<file path="config.mk">
export PLATFORM = sky130hd
export DESIGN_NAME = page_bitmap_command_stream
export DESIGN_NICKNAME = d
export VERILOG_FILES = /design/src/rtl/core/pbcs_pkg.sv /design/src/rtl/core/page_bitmap_command_stream.sv /design/src/rtl/core/pbcs_step.sv
export SDC_FILE = /design/constraint.sdc
export NUM_CORES = 1
export LEC_CHECK = 0
export ABC_AREA = 1
export BUFFER_PORTS_ARGS = -buffer_cell sky130_fd_sc_hd__buf_2
export CELL_PAD_IN_SITES_DETAIL_PLACEMENT = 0
export CELL_PAD_IN_SITES_GLOBAL_PLACEMENT = 1
export CORE_AREA = 2 2 118 132
export CTS_CLUSTER_DIAMETER = 80
export DETAILED_ROUTE_END_ITERATION = 10
export DIE_AREA = 0 0 120 134
export GPL_ROUTABILITY_DRIVEN = 0
export PLACE_DENSITY = 0.72
export SLEW_MARGIN = 20
export SYNTH_ARGS = -nofsm -noshare
export SYNTH_HDL_FRONTEND = slang
export SYNTH_SLANG_ARGS = --single-unit
</file>
<file path="constraint.sdc">
create_clock -name i_clk -period 2.3 [get_ports i_clk]
set_input_delay 0.23 -clock i_clk [delete_from_list [all_inputs] [get_ports i_clk]]
set_output_delay 0.23 -clock i_clk [all_outputs]
set_load 0.02 [all_outputs]
</file>
<file path="src/rtl/core/pbcs_pkg.sv">
// Shared types and constants for the page bitmap command stream block.
// No dependencies; used by pbcs_step and page_bitmap_command_stream.
package pbcs_pkg;

    localparam int CFG_IDX_W = 3;

    localparam logic [CFG_IDX_W-1:0] REG_X_OFFSET     = 3'd0;
    localparam logic [CFG_IDX_W-1:0] REG_Y_OFFSET     = 3'd1;
    localparam logic [CFG_IDX_W-1:0] REG_BITMAP_WIDTH = 3'd2;
    localparam logic [CFG_IDX_W-1:0] REG_BITMAP_HEIGHT = 3'd3;
    localparam logic [CFG_IDX_W-1:0] REG_COL_LOW_OP   = 3'd4;
    localparam logic [CFG_IDX_W-1:0] REG_COL_HIGH_OP  = 3'd5;
    localparam logic [CFG_IDX_W-1:0] REG_PAGE_OP      = 3'd6;

    localparam logic [7:0] LOW_NIBBLE_MASK  = 8'h0F;
    localparam logic [7:0] HIGH_NIBBLE_MASK = 8'hF0;

    // slot of the data byte in the pending result buffer
    localparam logic [1:0] SLOT_DATA     = 2'd3;
    localparam logic [1:0] SLOT_LAST_CMD = 2'd2;
    localparam logic [1:0] SLOT_FIRST    = 2'd0;

    typedef struct packed {
        logic signed [7:0] x_offset;
        logic signed [7:0] y_offset;
        logic [7:0]        bitmap_width;
        logic [7:0]        bitmap_height;
        logic [7:0]        column_low_opcode;
        logic [7:0]        column_high_opcode;
        logic [7:0]        page_opcode;
    } t_cfg;

    typedef struct packed {
        logic [7:0] column_index;
        logic [4:0] page_row_index;
        logic [3:0] next_page_address;
    } t_pos;

    typedef struct packed {
        logic            has_cmd;
        logic            has_data;
        logic [2:0][7:0] cmd_byte;
    } t_res;

endpackage

</file>
<file path="src/rtl/core/page_bitmap_command_stream.sv">
// Top level: config registers, bitmap position counters, result buffer.
// Depends on pbcs_pkg and pbcs_step.
//
// One bitmap byte is taken per transfer and decoded in the accept cycle into
// up to four results (three page-start command bytes, then the data byte),
// held in a four-slot buffer that feeds the output register one result per
// cycle while the output is not stalled. A new byte is taken once the last
// pending result moves out, so data bytes stream at one per cycle unstalled;
// a visible page-row start holds the input while its commands drain. Results
// pass through the pending buffer, then the output register. Write config
// only while no transfer is in flight.
module page_bitmap_command_stream #(
    parameter int DISPLAY_WIDTH  = 128,
    parameter int DISPLAY_HEIGHT = 64
) (
    input  logic                           i_clk,
    input  logic                           i_rst_n,
    input  logic                           i_cfg_we,
    input  logic [pbcs_pkg::CFG_IDX_W-1:0] i_cfg_index,
    input  logic [7:0]                     i_cfg_data,
    input  logic                           i_in_valid,
    output logic                           o_in_stall,
    input  logic [7:0]                     i_pixel_byte,
    output logic                           o_out_valid,
    input  logic                           i_out_stall,
    output logic [7:0]                     o_out_byte,
    output logic                           o_is_command,
    output logic                           o_last_of_run
);

    pbcs_pkg::t_cfg r_cfg;
    pbcs_pkg::t_pos r_pos;
    pbcs_pkg::t_pos n_pos;
    pbcs_pkg::t_res step_res;

    logic             r_pend_valid;
    logic [1:0]       r_pend_idx;
    logic [1:0]       r_pend_last_idx;
    logic [3:0][7:0]  r_pend_byte;

    logic             r_out_valid;
    logic [7:0]       r_out_byte;
    logic             r_out_cmd;
    logic             r_out_last;

    logic out_free;
    logic pend_last;
    logic in_take;

    pbcs_step #(
        .DISPLAY_WIDTH (DISPLAY_WIDTH),
        .DISPLAY_HEIGHT(DISPLAY_HEIGHT)
    ) u_step (
        .i_cfg(r_cfg),
        .i_pos(r_pos),
        .o_pos(n_pos),
        .o_res(step_res)
    );

    assign out_free   = !r_out_valid || !i_out_stall;
    assign pend_last  = r_pend_idx == r_pend_last_idx;
    assign o_in_stall = r_pend_valid && !(pend_last && out_free);
    assign in_take    = i_in_valid && !o_in_stall;

    assign o_out_valid   = r_out_valid;
    assign o_out_byte    = r_out_byte;
    assign o_is_command  = r_out_cmd;
    assign o_last_of_run = r_out_last;

    always_ff @(posedge i_clk) begin
        if (!i_rst_n) begin
            r_cfg.x_offset           <= 8'sd0;
            r_cfg.y_offset           <= 8'sd0;
            r_cfg.bitmap_width       <= 8'd128;
            r_cfg.bitmap_height      <= 8'd64;
            r_cfg.column_low_opcode  <= 8'h00;
            r_cfg.column_high_opcode <= 8'h10;
            r_cfg.page_opcode        <= 8'hB0;
        end else if (i_cfg_we) begin
            case (i_cfg_index)
                pbcs_pkg::REG_X_OFFSET:      r_cfg.x_offset           <= i_cfg_data;
                pbcs_pkg::REG_Y_OFFSET:      r_cfg.y_offset           <= i_cfg_data;
                pbcs_pkg::REG_BITMAP_WIDTH:  r_cfg.bitmap_width       <= i_cfg_data;
                pbcs_pkg::REG_BITMAP_HEIGHT: r_cfg.bitmap_height      <= i_cfg_data;
                pbcs_pkg::REG_COL_LOW_OP:    r_cfg.column_low_opcode  <= i_cfg_data;
                pbcs_pkg::REG_COL_HIGH_OP:   r_cfg.column_high_opcode <= i_cfg_data;
                pbcs_pkg::REG_PAGE_OP:       r_cfg.page_opcode        <= i_cfg_data;
                default: ;
            endcase
        end
    end

    always_ff @(posedge i_clk) begin
        if (!i_rst_n) begin
            r_pos <= '0;
        end else if (in_take) begin
            r_pos <= n_pos;
        end
    end

    // pending results: command slots 0..2, data slot 3
    always_ff @(posedge i_clk) begin
        if (!i_rst_n) begin
            r_pend_valid    <= 1'b0;
            r_pend_idx      <= pbcs_pkg::SLOT_FIRST;
            r_pend_last_idx <= pbcs_pkg::SLOT_DATA;
        end else begin
            if (r_pend_valid && out_free) begin
                if (pend_last) begin
                    r_pend_valid <= 1'b0;
                end else begin
                    r_pend_idx <= r_pend_idx + 2'd1;
                end
            end
            if (in_take && (step_res.has_cmd || step_res.has_data)) begin
                r_pend_valid    <= 1'b1;
                r_pend_idx      <= step_res.has_cmd ? pbcs_pkg::SLOT_FIRST
                                                    : pbcs_pkg::SLOT_DATA;
                r_pend_last_idx <= step_res.has_data ? pbcs_pkg::SLOT_DATA
                                                     : pbcs_pkg::SLOT_LAST_CMD;
            end
        end
    end

    always_ff @(posedge i_clk) begin
        if (in_take) begin
            r_pend_byte[0] <= step_res.cmd_byte[0];
            r_pend_byte[1] <= step_res.cmd_byte[1];
            r_pend_byte[2] <= step_res.cmd_byte[2];
            r_pend_byte[3] <= i_pixel_byte;
        end
    end

    always_ff @(posedge i_clk) begin
        if (!i_rst_n) begin
            r_out_valid <= 1'b0;
        end else if (out_free) begin
            r_out_valid <= r_pend_valid;
        end
    end

    always_ff @(posedge i_clk) begin
        if (out_free && r_pend_valid) begin
            r_out_byte <= r_pend_byte[r_pend_idx];
            r_out_cmd  <= r_pend_idx != pbcs_pkg::SLOT_DATA;
            r_out_last <= pend_last;
        end
    end

`ifndef ASSERT_OFF
    a_pend_order: assert property (@(posedge i_clk) disable iff (!i_rst_n)
        r_pend_valid |-> r_pend_idx <= r_pend_last_idx)
        else $error("pending slot index past last slot");

    a_out_fill: assert property (@(posedge i_clk) disable iff (!i_rst_n)
        (r_pend_valid && !r_out_valid) |=> r_out_valid)
        else $error("free output register did not take pending result");

    a_no_early_take: assert property (@(posedge i_clk) disable iff (!i_rst_n)
        (r_pend_valid && !pend_last) |-> o_in_stall)
        else $error("input transfer while several results pending");
`endif

endmodule

</file>
<file path="src/rtl/core/pbcs_step.sv">
// Per-byte decode: visibility, command bytes and next counter values.
// Depends on pbcs_pkg.
module pbcs_step #(
    parameter int DISPLAY_WIDTH  = 128,
    parameter int DISPLAY_HEIGHT = 64
) (
    input  pbcs_pkg::t_cfg i_cfg,
    input  pbcs_pkg::t_pos i_pos,
    output pbcs_pkg::t_pos o_pos,
    output pbcs_pkg::t_res o_res
);

    localparam logic [9:0] DISP_W = 10'(DISPLAY_WIDTH);
    localparam logic [9:0] DISP_H = 10'(DISPLAY_HEIGHT);

    logic [8:0] height_sum;
    logic [5:0] rows;
    logic       active;
    logic       first_byte;
    logic [3:0] page_base;
    logic [3:0] page_cur;
    logic [9:0] top_line;
    logic [9:0] screen_col;
    logic       row_visible;
    logic       col_visible;
    logic [7:0] col_start;
    logic [8:0] col_inc;
    logic [5:0] row_inc;
    logic       emit_cmd;

    always_comb begin
        height_sum  = {1'b0, i_cfg.bitmap_height} + 9'd7;
        rows        = 6'(height_sum >> 3);
        active      = (i_cfg.bitmap_width != 8'd0) && (rows != 6'd0);
        first_byte  = (i_pos.column_index == 8'd0) && (i_pos.page_row_index == 5'd0);
        page_base   = i_cfg.y_offset[7] ? 4'd0 : i_cfg.y_offset[6:3];
        page_cur    = first_byte ? page_base : i_pos.next_page_address;

        top_line    = {{2{i_cfg.y_offset[7]}}, i_cfg.y_offset}
                      + {2'b00, i_pos.page_row_index, 3'b000};
        row_visible = !top_line[9] && (top_line < DISP_H);
        screen_col  = {{2{i_cfg.x_offset[7]}}, i_cfg.x_offset}
                      + {2'b00, i_pos.column_index};
        col_visible = !screen_col[9] && (screen_col < DISP_W);

        col_start   = i_cfg.x_offset[7] ? 8'd0 : i_cfg.x_offset;
        emit_cmd    = active && row_visible && (i_pos.column_index == 8'd0);

        o_res.has_cmd     = emit_cmd;
        o_res.has_data    = active && row_visible && col_visible;
        o_res.cmd_byte[0] = i_cfg.column_low_opcode
                            | (col_start & pbcs_pkg::LOW_NIBBLE_MASK);
        o_res.cmd_byte[1] = i_cfg.column_high_opcode
                            | ((col_start & pbcs_pkg::HIGH_NIBBLE_MASK) >> 4);
        o_res.cmd_byte[2] = i_cfg.page_opcode | {4'b0000, page_cur};

        col_inc = {1'b0, i_pos.column_index} + 9'd1;
        row_inc = {1'b0, i_pos.page_row_index} + 6'd1;

        o_pos = i_pos;
        if (active) begin
            o_pos.next_page_address = emit_cmd ? page_cur + 4'd1 : page_cur;
            if (col_inc >= {1'b0, i_cfg.bitmap_width}) begin
                o_pos.column_index = 8'd0;
                if (row_inc >= rows) begin
                    o_pos.page_row_index = 5'd0;
                end else begin
                    o_pos.page_row_index = row_inc[4:0];
                end
            end else begin
                o_pos.column_index = col_inc[7:0];
            end
        end
    end

endmodule
</file>
==> results of run 1 <==
## cells by family (layout without fill, tap and decap cells)
kind of cell               after synthesis  after routing
DFF                                    117            117
AOI/OAI and AO/OA                      138            138
xor gates and xnor gates                13             13
adders and majority gates               33             33
muxes                                    1              1
and+or+nand+nor                        307            307
buffers and inverters                  117            210
## cells in the mapped netlist, types with 2 or more instances
library cell	number	area, sq um
nand2_1	115	432
inv_1	96	360
dfxtp_1	75	1500
nand2_2	4	25.0
o21bai_1	7	52.6
nand4_1	7	43.8
o22ai_1	8	50.1
o21ai_1	3	15.0
ha_1	33	413
nor2_2	3	18.8
a21oi_2	2	17.5
o211ai_1	2	15.0
buf_6	2	22.5
inv_6	2	17.5
nor3_1	4	20.0
nor2_1	128	480
a21oi_1	36	180
edfxtp_1	42	1260
or2_2	5	31.3
clkbuf_1	14	52.6
nand3_1	36	180
xor2_1	12	105
o21ai_0	72	360
o21a_1	4	30.0
## area by class of cell
type | count | area share, %
multi-input combinational | 492 | 37.7
tap | 196 | 3.37
clock inverter | 14 | 2.05
inverter | 100 | 5.37
sequential | 117 | 38.1
clock buffer | 18 | 6.20
timing repair buffer | 78 | 7.18
## placed cells by master, fill, tap and decap left out, drive strengths merged, types with 8 or more instances in the layout
master / n
nand3: 37
dlygate4sd3: 8
ha: 33
buf: 70
dfxtp: 75
o21ai: 76
xor2: 12
edfxtp: 42
a21oi: 38
nand2: 120
nor2: 132
clkbuf: 18
inv: 103
o22ai: 8
## metal layers
| layer | wire length [um] | global-route usage (%) | vias to the layer above | share of wire (%) |
|---|---|---|---|---|
| met3 | 571 | 3.57 | 17 | 4.1 |
| met5 | 0 | 0 | - | 0 |
| met1 | 6200 | 21.7 | 2192 | 45 |
| li1 | - | - | 2529 | - |
| met4 | 320 | 8.30 | 0 | 2.3 |
| met2 | 6830 | 31.3 | 85 | 49 |
## metrics by stage
stage | std cells | cell area, sq um
floorplan | 726 | 5820
finish | 1015 | 7270
detailed placement | 967 | 6350
CTS | 1008 | 7060
global placement | 967 | 6350
global route | 1015 | 7270
## worst max path at each step
stage                     cells after the start                  start                    end  slack (ns)
after floorplan                              14  r_pos[9]$_SDFFE_PN0P_  r_pos[6]$_SDFFE_PN0P_        0.10
after global routing                         15  r_pos[9]$_SDFFE_PN0P_  r_pos[8]$_SDFFE_PN0P_       -0.24
after global placement                       15  r_pos[9]$_SDFFE_PN0P_  r_pos[8]$_SDFFE_PN0P_        0.06
after detailed placement                     15  r_pos[9]$_SDFFE_PN0P_  r_pos[8]$_SDFFE_PN0P_       -0.03
final                                        15  r_pos[9]$_SDFFE_PN0P_  r_pos[5]$_SDFFE_PN0P_       -0.01
after CTS                                    15  r_pos[9]$_SDFFE_PN0P_  r_pos[5]$_SDFFE_PN0P_       0.001
## critical path, delay by kind of cell (launching register included)
| family | cells | cell delay [ns] |
|---|---|---|
| AOI/OAI and AO/OA | 2 | 0.26 |
| xor gates and xnor gates | 1 | 0.14 |
| adders and majority gates | 2 | 0.42 |
| buffers and inverters | 2 | 0.25 |
| DFF | 1 | 0.37 |
| and+or+nand+nor | 8 | 0.81 |
## power by group
group | switching, mW | total, mW | internal, mW
logic | 1.47 | 2.38 | 0.908
clock network | 0.977 | 2.64 | 1.66
registers | 0.175 | 2.75 | 2.58
## repair_timing
action	in CTS	in global routing
setup buffers	1	7
hold buffers	8	0
hold endpoints to repair	8	0
gates resized for setup	4	39
endpoints found under the setup margin	13	13
pin swaps	4	19
## registers in the layout (all words and copies together) (netlist names)
signal,count
r_pend_idx,2
o_out_byte,8
r_pend_byte,32
o_out_valid,1
r_pos,17
o_is_command,1
r_pend_valid,1
r_cfg,53
r_pend_last_idx,1
o_last_of_run,1
==> metrics.md, run 1 <==
| Metric | Value |
|---|---|
| Worst-path clk slew | 0.06 ns |
| WHS | 0.0931 ns |
| Syn avg cell area | 8.01 sq um |
| Leakage | 3.33 nW |
| Setup ws final | -0.0128 ns |
| Dpl hpwl | 10000 um |
| Routed vias/inst | 4.75 |
| Final min period | 2.31 ns |
| GR Util All Layers | 18.1% |
| Wire per inst | 13.7 um |
| Pin count of the biggest net entering global routing | 68 |
| Area grow syn2layout | 24.9% |
| Worst R2R Path Depth | 15 |
| Post-synthesis xor/xnor area fraction | 1.96% |
| Least-Margin Pin Slew | 0.628 ns |
| Setup crit start kind | flop |
| First-pass GRT wire length | 22500 um |
| Worst path max stage delay | 0.37 ns |
| Tot Pwr | 7.77 mW |
| Ys flop type | dfxtp_1 |
| Reg area | 2770 sq um |
| Register-to-register path setup slack | -0.01 ns |
| Post-synthesis simple-gate area fraction | 22.2% |
| Slew HR | 58.2% |
| Final Util | 49.2% |
| Area of the multi-input gates | 2740 sq um |
| Starting Density | 39.4% |
| Layout fillers | 1414 |
| Largest family of logic cells by synthesized area | simple AND/OR/NAND/NOR gates |
| Register area share after synthesis | 47.5% |
| Hold path start | i_out_stall |
| Routed Antenna Nets | 0 |
| I/O Buffers | 35 |
| Max-slew violation count | 0 |
| Reg2reg end | r_pos[5]$_SDFFE_PN0P_ |
| CTS tree | built |
| Compound-gate portion of the synthesized area | 12.9% |
| Final wirelength | 13900 um |
| Synth Area in Adders | 7.10% |
| Final setup viols | 3 |
| Pre-CTS WS | -0.0335 ns |
| Hold depth | 3 |
| Rows | 47 |
| Worst path cell trace | ha_2 -> nand3_2 -> nor2_2 -> nand2_1 -> xor2_1 -> inv_1 -> ha_4 -> a21oi_1 -> o211ai_1 -> nor2_1 -> nand3_2 -> buf_6 -> nand3_1 -> nand2_1 -> nor2_1 |
| Die area | 16100 sq um |
| Share of cells above drive strength 1 | 19.3% |
| Synthesized cell area | 5820 sq um |
| Peak VDD IR | 0.576 mV |
| Netlist cell types | 38 |
| Number of synthesized flops with an enable pin | 42 |
| Fin. Hold Viols | 0 |
| Clk_skew | 0.00733 ns |
| HP Class | primary input to flop |
| Vias in the first global route | 4663 |
| Synth warn | 0 |
| Crit-path slowest cell | dfxtp_4 |
| Root Driver | clkbuf_16 |
| FMAX | 432 MHz |
| Area of the core | 14800 sq um |
| Post-synthesis mux area share | 0.172% |
| Crit end category | flop |
| Worst-path fanout max | 5 |
| Initial antenna violation count | 0 |
| Sink Count | 117 |
| H-tree levels | 4 |
| Final #Nets | 863 |
| Status | finished with violations |
| First-pass DRT Iterations | 4 |
| Violations in the final reports | setup timing |
| Max-cap viol count | 0 |
| Setup_tns | -0.0277 ns |
| Initial drt markers | 272 |
| Antenna diodes | 0 |
| Unrepaired setup endpoints after global routing | true |
| Cells after synthesis | 726 |
| Critical Path RT | 2.65 ns |
| Die H | 134 um |
| Vias | 4823 |
| CTS Buffer Depth | 2 |
| Critical path type | flop to flop |
| Tcrit/Tclk final | 101% |
| Flops & latches, synth | 117 |
| Pwr dens | 1070 nW/um^2 |
| Ys async rst share | 0% |
| Remaining Overflow, GRT | 0 |
| Worst skew pair latency | 0.41 ns |
| FF-to-FF Start | r_pos[9]$_SDFFE_PN0P_ |
| Post-synth net total | 783 |
| DR DRC count | 0 |
| Die width | 120 um |
| I/O Pins | 36 |
| CTS Buf Count | 17 |
| Hold Crit Endpoint | o_out_valid$_SDFFE_PN0N_ |
| CP arrival | 2.66 ns |
(Power assumes the default switching activity.)
==> run 2, diff against run 1 <==
Settings changed: PLACE_DENSITY 0.72 to not set, PLACE_DENSITY_LB_ADDON set to 0.1.
==> run 2 against run 1 <==
- the flow now finishes without violations
- global-route usage increased by 0.51 points
- largest power group is now clock
- critical path type unchanged
- clock power grew 8.7%
- worst setup slack better by 0.080 ns
==> metrics.md, run 2 (synthesized netlist as in run 1, its figures left out) <==
| Metric | Value |
|---|---|
| Area of the core | 14800 sq um (unchanged) |
| Die width | 120 um (unchanged) |
| Vias in the first global route | 4639 (was 4663) |
| Worst skew pair latency | 0.42 ns (was 0.41 ns) |
| CTS Buf Count | 17 (unchanged) |
| GR Util All Layers | 18.6% (was 18.1%) |
| DR DRC count | 0 (unchanged) |
| Peak VDD IR | 0.537 mV (was 0.576 mV) |
| Antenna diodes | 0 (unchanged) |
| Final min period | 2.23 ns (was 2.31 ns) |
| Max-slew violation count | 0 (unchanged) |
| First-pass GRT wire length | 22700 um (was 22500 um) |
| Initial drt markers | 215 (was 272) |
| Final #Nets | 859 (was 863) |
| Setup_tns | 0 ns (was -0.0277 ns) |
| Max FFs per register | 53 (unchanged) |
| Unrepaired setup endpoints after global routing | true (unchanged) |
| CTS tree | built (unchanged) |
| Clk_skew | 0.00725 ns (was 0.00733 ns) |
| I/O Pins | 36 (unchanged) |
| Die area | 16100 sq um (unchanged) |
| Critical path type | flop to flop (unchanged) |
| Fin. Hold Viols | 0 (unchanged) |
| CP delay by family, top | simple AND/OR/NAND/NOR gates (unchanged) |
| Worst path cell trace | ha_1 -> nand3_2 -> buf_4 -> xor2_1 -> inv_1 -> ha_4 -> a21oi_2 -> o21a_1 -> nor2_1 -> nor2_1 -> nand3_2 -> nand2_2 -> inv_2 -> nor2_1 -> nor2_1 (was ha_2 -> nand3_2 -> nor2_2 -> nand2_1 -> xor2_1 -> inv_1 -> ha_4 -> a21oi_1 -> o211ai_1 -> nor2_1 -> nand3_2 -> buf_6 -> nand3_1 -> nand2_1 -> nor2_1) |
| Final wirelength | 14300 um (was 13900 um) |
| Biggest register | r_cfg (unchanged) |
| H-tree levels | 4 (unchanged) |
| Worst-path fanout max | 5 (unchanged) |
| HP Class | primary input to flop (unchanged) |
| Placed cell count | 969 (was 967) |
| FMAX | 448 MHz (was 432 MHz) |
| Pre-CTS WS | -0.0474 ns (was -0.0335 ns) |
| Most frequent cell on the critical path | nor2_1 |
| Setup crit start kind | flop (unchanged) |
| Critical Path RT | 2.62 ns (was 2.65 ns) |
| Pwr dens | 1100 nW/um^2 (was 1070 nW/um^2) |
| Non-filler cells, final | 1011 (was 1015) |
| Slew HR | 58.7% (was 58.2%) |
| Max-cap viol count | 0 (unchanged) |
| Routed Antenna Nets | 0 (unchanged) |
| Biggest regs | r_cfg x53, r_pend_byte x32, r_pos x17 (unchanged) |
| Die H | 134 um (unchanged) |
| CP arrival | 2.55 ns (was 2.66 ns) |
| Pin count of the biggest net entering global routing | 34 (was 68) |
| Setup ws final | 0.0674 ns (was -0.0128 ns) |
| Wire per inst | 14.2 um (was 13.7 um) |
| Worst path max stage delay | 0.35 ns (was 0.37 ns) |
| Rows | 47 (unchanged) |
| Starting Density | 39.4% (unchanged) |
| Commonest non-fill, non-tap cell in the layout | nor2_1 (unchanged) |
| Crit end category | flop (unchanged) |
| I/O Buffers | 35 (unchanged) |
| Crit-path slowest cell | dfxtp_2 (was dfxtp_4) |
| First-pass DRT Iterations | 4 (unchanged) |
| Worst-path clk slew | 0.06 ns (about the same) |
| Area grow syn2layout | 24.9% (about the same) |
| Sink Count | 117 (unchanged) |
| Leakage | 3.32 nW (was 3.33 nW) |
| Vias | 4814 (was 4823) |
| Routed vias/inst | 4.76 (was 4.75) |
| Initial antenna violation count | 0 (unchanged) |
| Root Driver | clkbuf_16 (unchanged) |
| Tcrit/Tclk final | 97.1% (was 101%) |
| CTS Buffer Depth | 2 (unchanged) |
| Status | finished clean (was finished with violations) |
| Commonest non-fill, non-tap cells in the layout | 122 x nor2_1, 112 x nand2_1, 93 x inv_1 (was 119 x nor2_1, 113 x nand2_1, 93 x inv_1) |
| Remaining Overflow, GRT | 0 (unchanged) |
| Least-Margin Pin Slew | 0.619 ns (was 0.628 ns) |
| WP buf/inv | 3 (was 2) |
| Layout fillers | 1440 (was 1414) |
| Dpl hpwl | 10400 um (was 10000 um) |
| Share of cells above drive strength 1 | 18.4% (was 19.3%) |
| Final setup viols | 0 (was 3) |
==> run 2: changes by cell type in the layout (fill, tap and decap cells not counted), sizes merged <==
| cell | previous run | this run |
|---|---|---|
| clkbuf | 18 | 19 |
| bufinv | 2 | 5 |
| inv | 103 | 101 |
| buf | 70 | 66 |
| clkinv | 6 | 4 |
==> run 2: path summary, 6_finish.rpt <==
path	start	endpoint	slack, ns	cells past startpoint
max	r_pos[9]$_SDFFE_PN0P_	r_pos[4]$_SDFFE_PN0P_	0.07	15
min	i_out_stall	o_out_valid$_SDFFE_PN0N_	0.09	3
max reg2reg	r_pos[9]$_SDFFE_PN0P_	r_pos[4]$_SDFFE_PN0P_	0.07	15
min reg2reg	r_cfg[14]$_SDFFE_PN0P_	r_pend_byte[14]$_DFFE_PP_	0.43	0
==> run 2: where the power goes <==
group / switching (mW) / internal, mW
logic: 1.46 / 0.876
clock network: 0.953 / 1.92
registers: 0.179 / 2.58
==> run 2: per-layer routing <==
layer	wire length [um]	track usage [%]
met1	6100	21.7
met2	7410	32.9
met3	488	3.87
met4	344	8.24
met5	0	0
==> run 2: tightest hold or removal path, stage by stage <==
cell     delay [ns]
buf_2          0.10
nand2_1        0.07
a21oi_1        0.06
==> run 2: cell type report <==
class	instances	area, sq um	share of cell area (%)
inverters	100	388	5.34
multi-input cells	492	2720	37.5
clock inverters	13	205	2.82
repair buffers	74	504	6.94
clock buffers	19	433	5.96
flip-flops and latches	117	2770	38.1
well taps	196	245	3.38
==> run 2: what timing repair did <==
item	in CTS	in global routing
setup endpoints to repair	13	16
endpoints found under the hold margin	8	0
pin swaps	0	9
gates cloned	0	0
hold buffers	8	0
gates resized for setup	3	34
setup buffers	0	2
==> run 2: through the flow <==
step                util [%]  hold WS, ns  total power [mW]  instance area [sq um]
global placement        43.2        0.408              4.98                   6380
CTS                     48.2       0.0633              7.93                   7110
finish                  49.2       0.0862              7.97                   7270
detailed placement      43.2        0.408              5.01                   6380
floorplan                  -        0.329              4.30                   5820
global route            49.2       0.0791              8.46                   7270
==> run 3, diff against run 2 <==
Settings changed: CORE_AREA 2 2 118 132 to 2 2 123 136, DIE_AREA 0 0 120 134 to 0 0 125 138, SYNTH_HIERARCHICAL set to 1.
==> run 3 against run 2 <==
- the run now ends with setup timing left
- global-route usage is 0.79 points higher
- critical path depth stayed put
- combinational power is 17% lower
- worst hold slack better by 0.085 ns
- via count is 11% higher
- largest cell class is now multi-input combinational cells
==> metrics.md, run 3 <==
| Metric | Value |
|---|---|
| Slew HR | 68.4% (was 58.7%) |
| Final min period | 2.52 ns (was 2.23 ns) |
| Share of cells above drive strength 1 | 24.9% (was 18.4%) |
| Post-synth net total | 831 (was 783) |
| Status | finished with violations (was finished clean) |
| Pin count of the biggest net entering global routing | 76 (was 34) |
| Max-cap viol count | 0 (unchanged) |
| Dpl hpwl | 11400 um (was 10400 um) |
| Least-Margin Pin Slew | 0.472 ns (was 0.619 ns) |
| Commonest non-fill, non-tap cells in the layout | 180 x nor2_1, 107 x nand2_1, 76 x o21ai_0 (was 122 x nor2_1, 112 x nand2_1, 93 x inv_1) |
| Critical Path RT | 2.65 ns (was 2.62 ns) |
| FF-to-FF Start | r_pos[9]$_SDFFE_PN0P_ (unchanged) |
| Critical path type | flop to flop (unchanged) |
| Final wirelength | 16300 um (was 14300 um) |
| Pwr dens | 899 nW/um^2 (was 1100 nW/um^2) |
| Biggest register | r_cfg (unchanged) |
| Wire per inst | 15.1 um (was 14.2 um) |
| Area grow syn2layout | 26.3% (was 24.9%) |
| CP arrival | 2.87 ns (was 2.55 ns) |
| Setup ws final | -0.222 ns (was 0.0674 ns) |
| Commonest non-fill, non-tap cell in the layout | nor2_1 (unchanged) |
| Rows | 49 (was 47) |
| Die width | 125 um (was 120 um) |
| Vias in the first global route | 5362 (was 4639) |
| Setup crit start | r_pos[9]$_SDFFE_PN0P_ (unchanged) |
| Unrepaired setup endpoints after global routing | true (unchanged) |
| Peak VDD IR | 0.539 mV (was 0.537 mV) |
| Die area | 17300 sq um (was 16100 sq um) |
| CTS Buffer Depth | 2 (unchanged) |
| Reg2reg end | r_pos[11]$_SDFFE_PN0P_ (was r_pos[4]$_SDFFE_PN0P_) |
| Root Driver | clkbuf_16 (unchanged) |
| Syn avg cell area | 7.94 sq um (was 8.01 sq um) |
| Leakage | 3.58 nW (was 3.32 nW) |
| DR DRC count | 0 (unchanged) |
| Synthesized cell area | 6140 sq um (was 5820 sq um) |
| H-tree levels | 4 (unchanged) |
| Hold path start | i_out_stall (unchanged) |
| Worst-path clk slew | 0.06 ns (about the same) |
| Max-slew violation count | 0 (unchanged) |
| Fin. Hold Viols | 0 (unchanged) |
| First-pass GRT wire length | 26700 um (was 22700 um) |
| Routed vias/inst | 4.94 (was 4.76) |
| CTS Buf Count | 17 (unchanged) |
| CTS tree | built (unchanged) |
| Starting Density | 38.2% (was 39.4%) |
| Final setup viols | 13 (was 0) |
| Setup_tns | -1.97 ns (was 0 ns) |
| FMAX | 396 MHz (was 448 MHz) |
| I/O Buffers | 35 (unchanged) |
| Area of the core | 16100 sq um (was 14800 sq um) |
| Final Util | 48.3% (was 49.2%) |
| Register-to-register path setup slack | -0.22 ns (was 0.07 ns) |
| Sink Count | 117 (unchanged) |
| Final #Nets | 919 (was 859) |
| Remaining Overflow, GRT | 0 (unchanged) |
| Cells after synthesis | 774 (was 726) |
| Clk_skew | 0.00858 ns (was 0.00725 ns) |
| HP Class | primary input to flop (unchanged) |
| Synth warn | 6 (was 0) |
| Setup crit start kind | flop (unchanged) |
| Hold Crit Endpoint | o_out_valid$_SDFFE_PN0N_ (unchanged) |
| Worst R2R Path Depth | 15 (unchanged) |
| Crit end category | flop (unchanged) |
| Max FFs per register | 53 (unchanged) |
| Antenna diodes | 0 (unchanged) |
| Worst-path fanout max | 8 (was 5) |
| I/O Pins | 36 (unchanged) |
| Routed Antenna Nets | 0 (unchanged) |
| Vias | 5330 (was 4814) |
| Tcrit/Tclk final | 110% (was 97.1%) |
| Hold depth | 3 (unchanged) |
| Worst skew pair latency | 0.42 ns (about the same) |
| First-pass DRT Iterations | 5 (was 4) |
| Die H | 138 um (was 134 um) |
| GR Util All Layers | 19.4% (was 18.6%) |
| Biggest regs | r_cfg x53, r_pend_byte x32, r_pos x17 (unchanged) |
| Violations in the final reports | setup timing |
| Initial drt markers | 311 (was 215) |
| Initial antenna violation count | 0 (unchanged) |
-- run 3: through the flow --
stage / hold WS, ns / power (mW) / area (sq um) / worst slack [ns] / instances
3_5_place_dp: 0.408 / 4.33 / 6710 / -0.250 / 1026
6_report: 0.171 / 6.97 / 7750 / -0.222 / 1079
5_1_grt: 0.178 / 7.38 / 7750 / -0.354 / 1079
3_3_place_gp: 0.408 / 4.28 / 6710 / -0.210 / 1026
4_1_cts: 0.153 / 6.89 / 7490 / -0.115 / 1072
2_1_floorplan: 0.329 / 3.77 / 6150 / 0.0394 / 774
-- run 3: final cells by class --
cell class / count / area (sq um)
clock buffer: 20 / 458
clock inverter: 12 / 96.3
fill: 1552 / 8310
inverter: 75 / 294
multi-input combinational: 552 / 3150
sequential: 117 / 2780
tap: 204 / 255
timing repair buffer: 99 / 719
-- run 3: critical path: stages, from the launching register on --
cell and delay, ns:
dfxtp_4 0.38, inv_4 0.05, nor2_4 0.11, nand4_1 0.17
nor2_2 0.19, xor2_2 0.24, ha_1 0.30, nand2_2 0.10
nor4_4 0.05, nor3_2 0.17, nand2_4 0.11, nor2_4 0.23
nand2_1 0.12, nand2_1 0.08, o21ai_1 0.07, nor2_1 0.09
-- run 3: what timing repair did --
item	4_1_cts	5_1_grt
pin swaps	12	30
resized for setup	28	50
buffers inserted	6	7
endpoints found under the hold margin	8	0
hold buffers	8	0
setup endpoints to repair	15	21
-- run 3: report_power, final --
group / switching, mW / internal, mW / leakage, nW
sequential: 0.137 / 2.43 / 1.02
combinational: 1.18 / 0.762 / 2.29
clock: 1.01 / 1.45 / 0.270
-- run 3: metal layers --
metal | track usage, % | part of all wire, % | vias to the layer above
met4 | 9.12 | 3.4 | 0
met2 | 35.0 | 51 | 114
met5 | 0 | 0 | -
li1 | - | - | 2685
met3 | 3.44 | 3.1 | 37
met1 | 22.2 | 42 | 2494
-- run 3: worst max path at each step --
| stage | end | slack (ns) | depth (start not counted) |
|---|---|---|---|
| after floorplan | r_pos[7]$_SDFFE_PN0P_ | 0.04 | 15 |
| final | r_pos[11]$_SDFFE_PN0P_ | -0.22 | 15 |
| after CTS | r_pos[11]$_SDFFE_PN0P_ | -0.12 | 15 |
| after global routing | r_pos[12]$_SDFFE_PN0P_ | -0.35 | 15 |
| after detailed placement | r_pos[14]$_SDFFE_PN0P_ | -0.25 | 15 |
| after global placement | r_pos[14]$_SDFFE_PN0P_ | -0.21 | 16 |
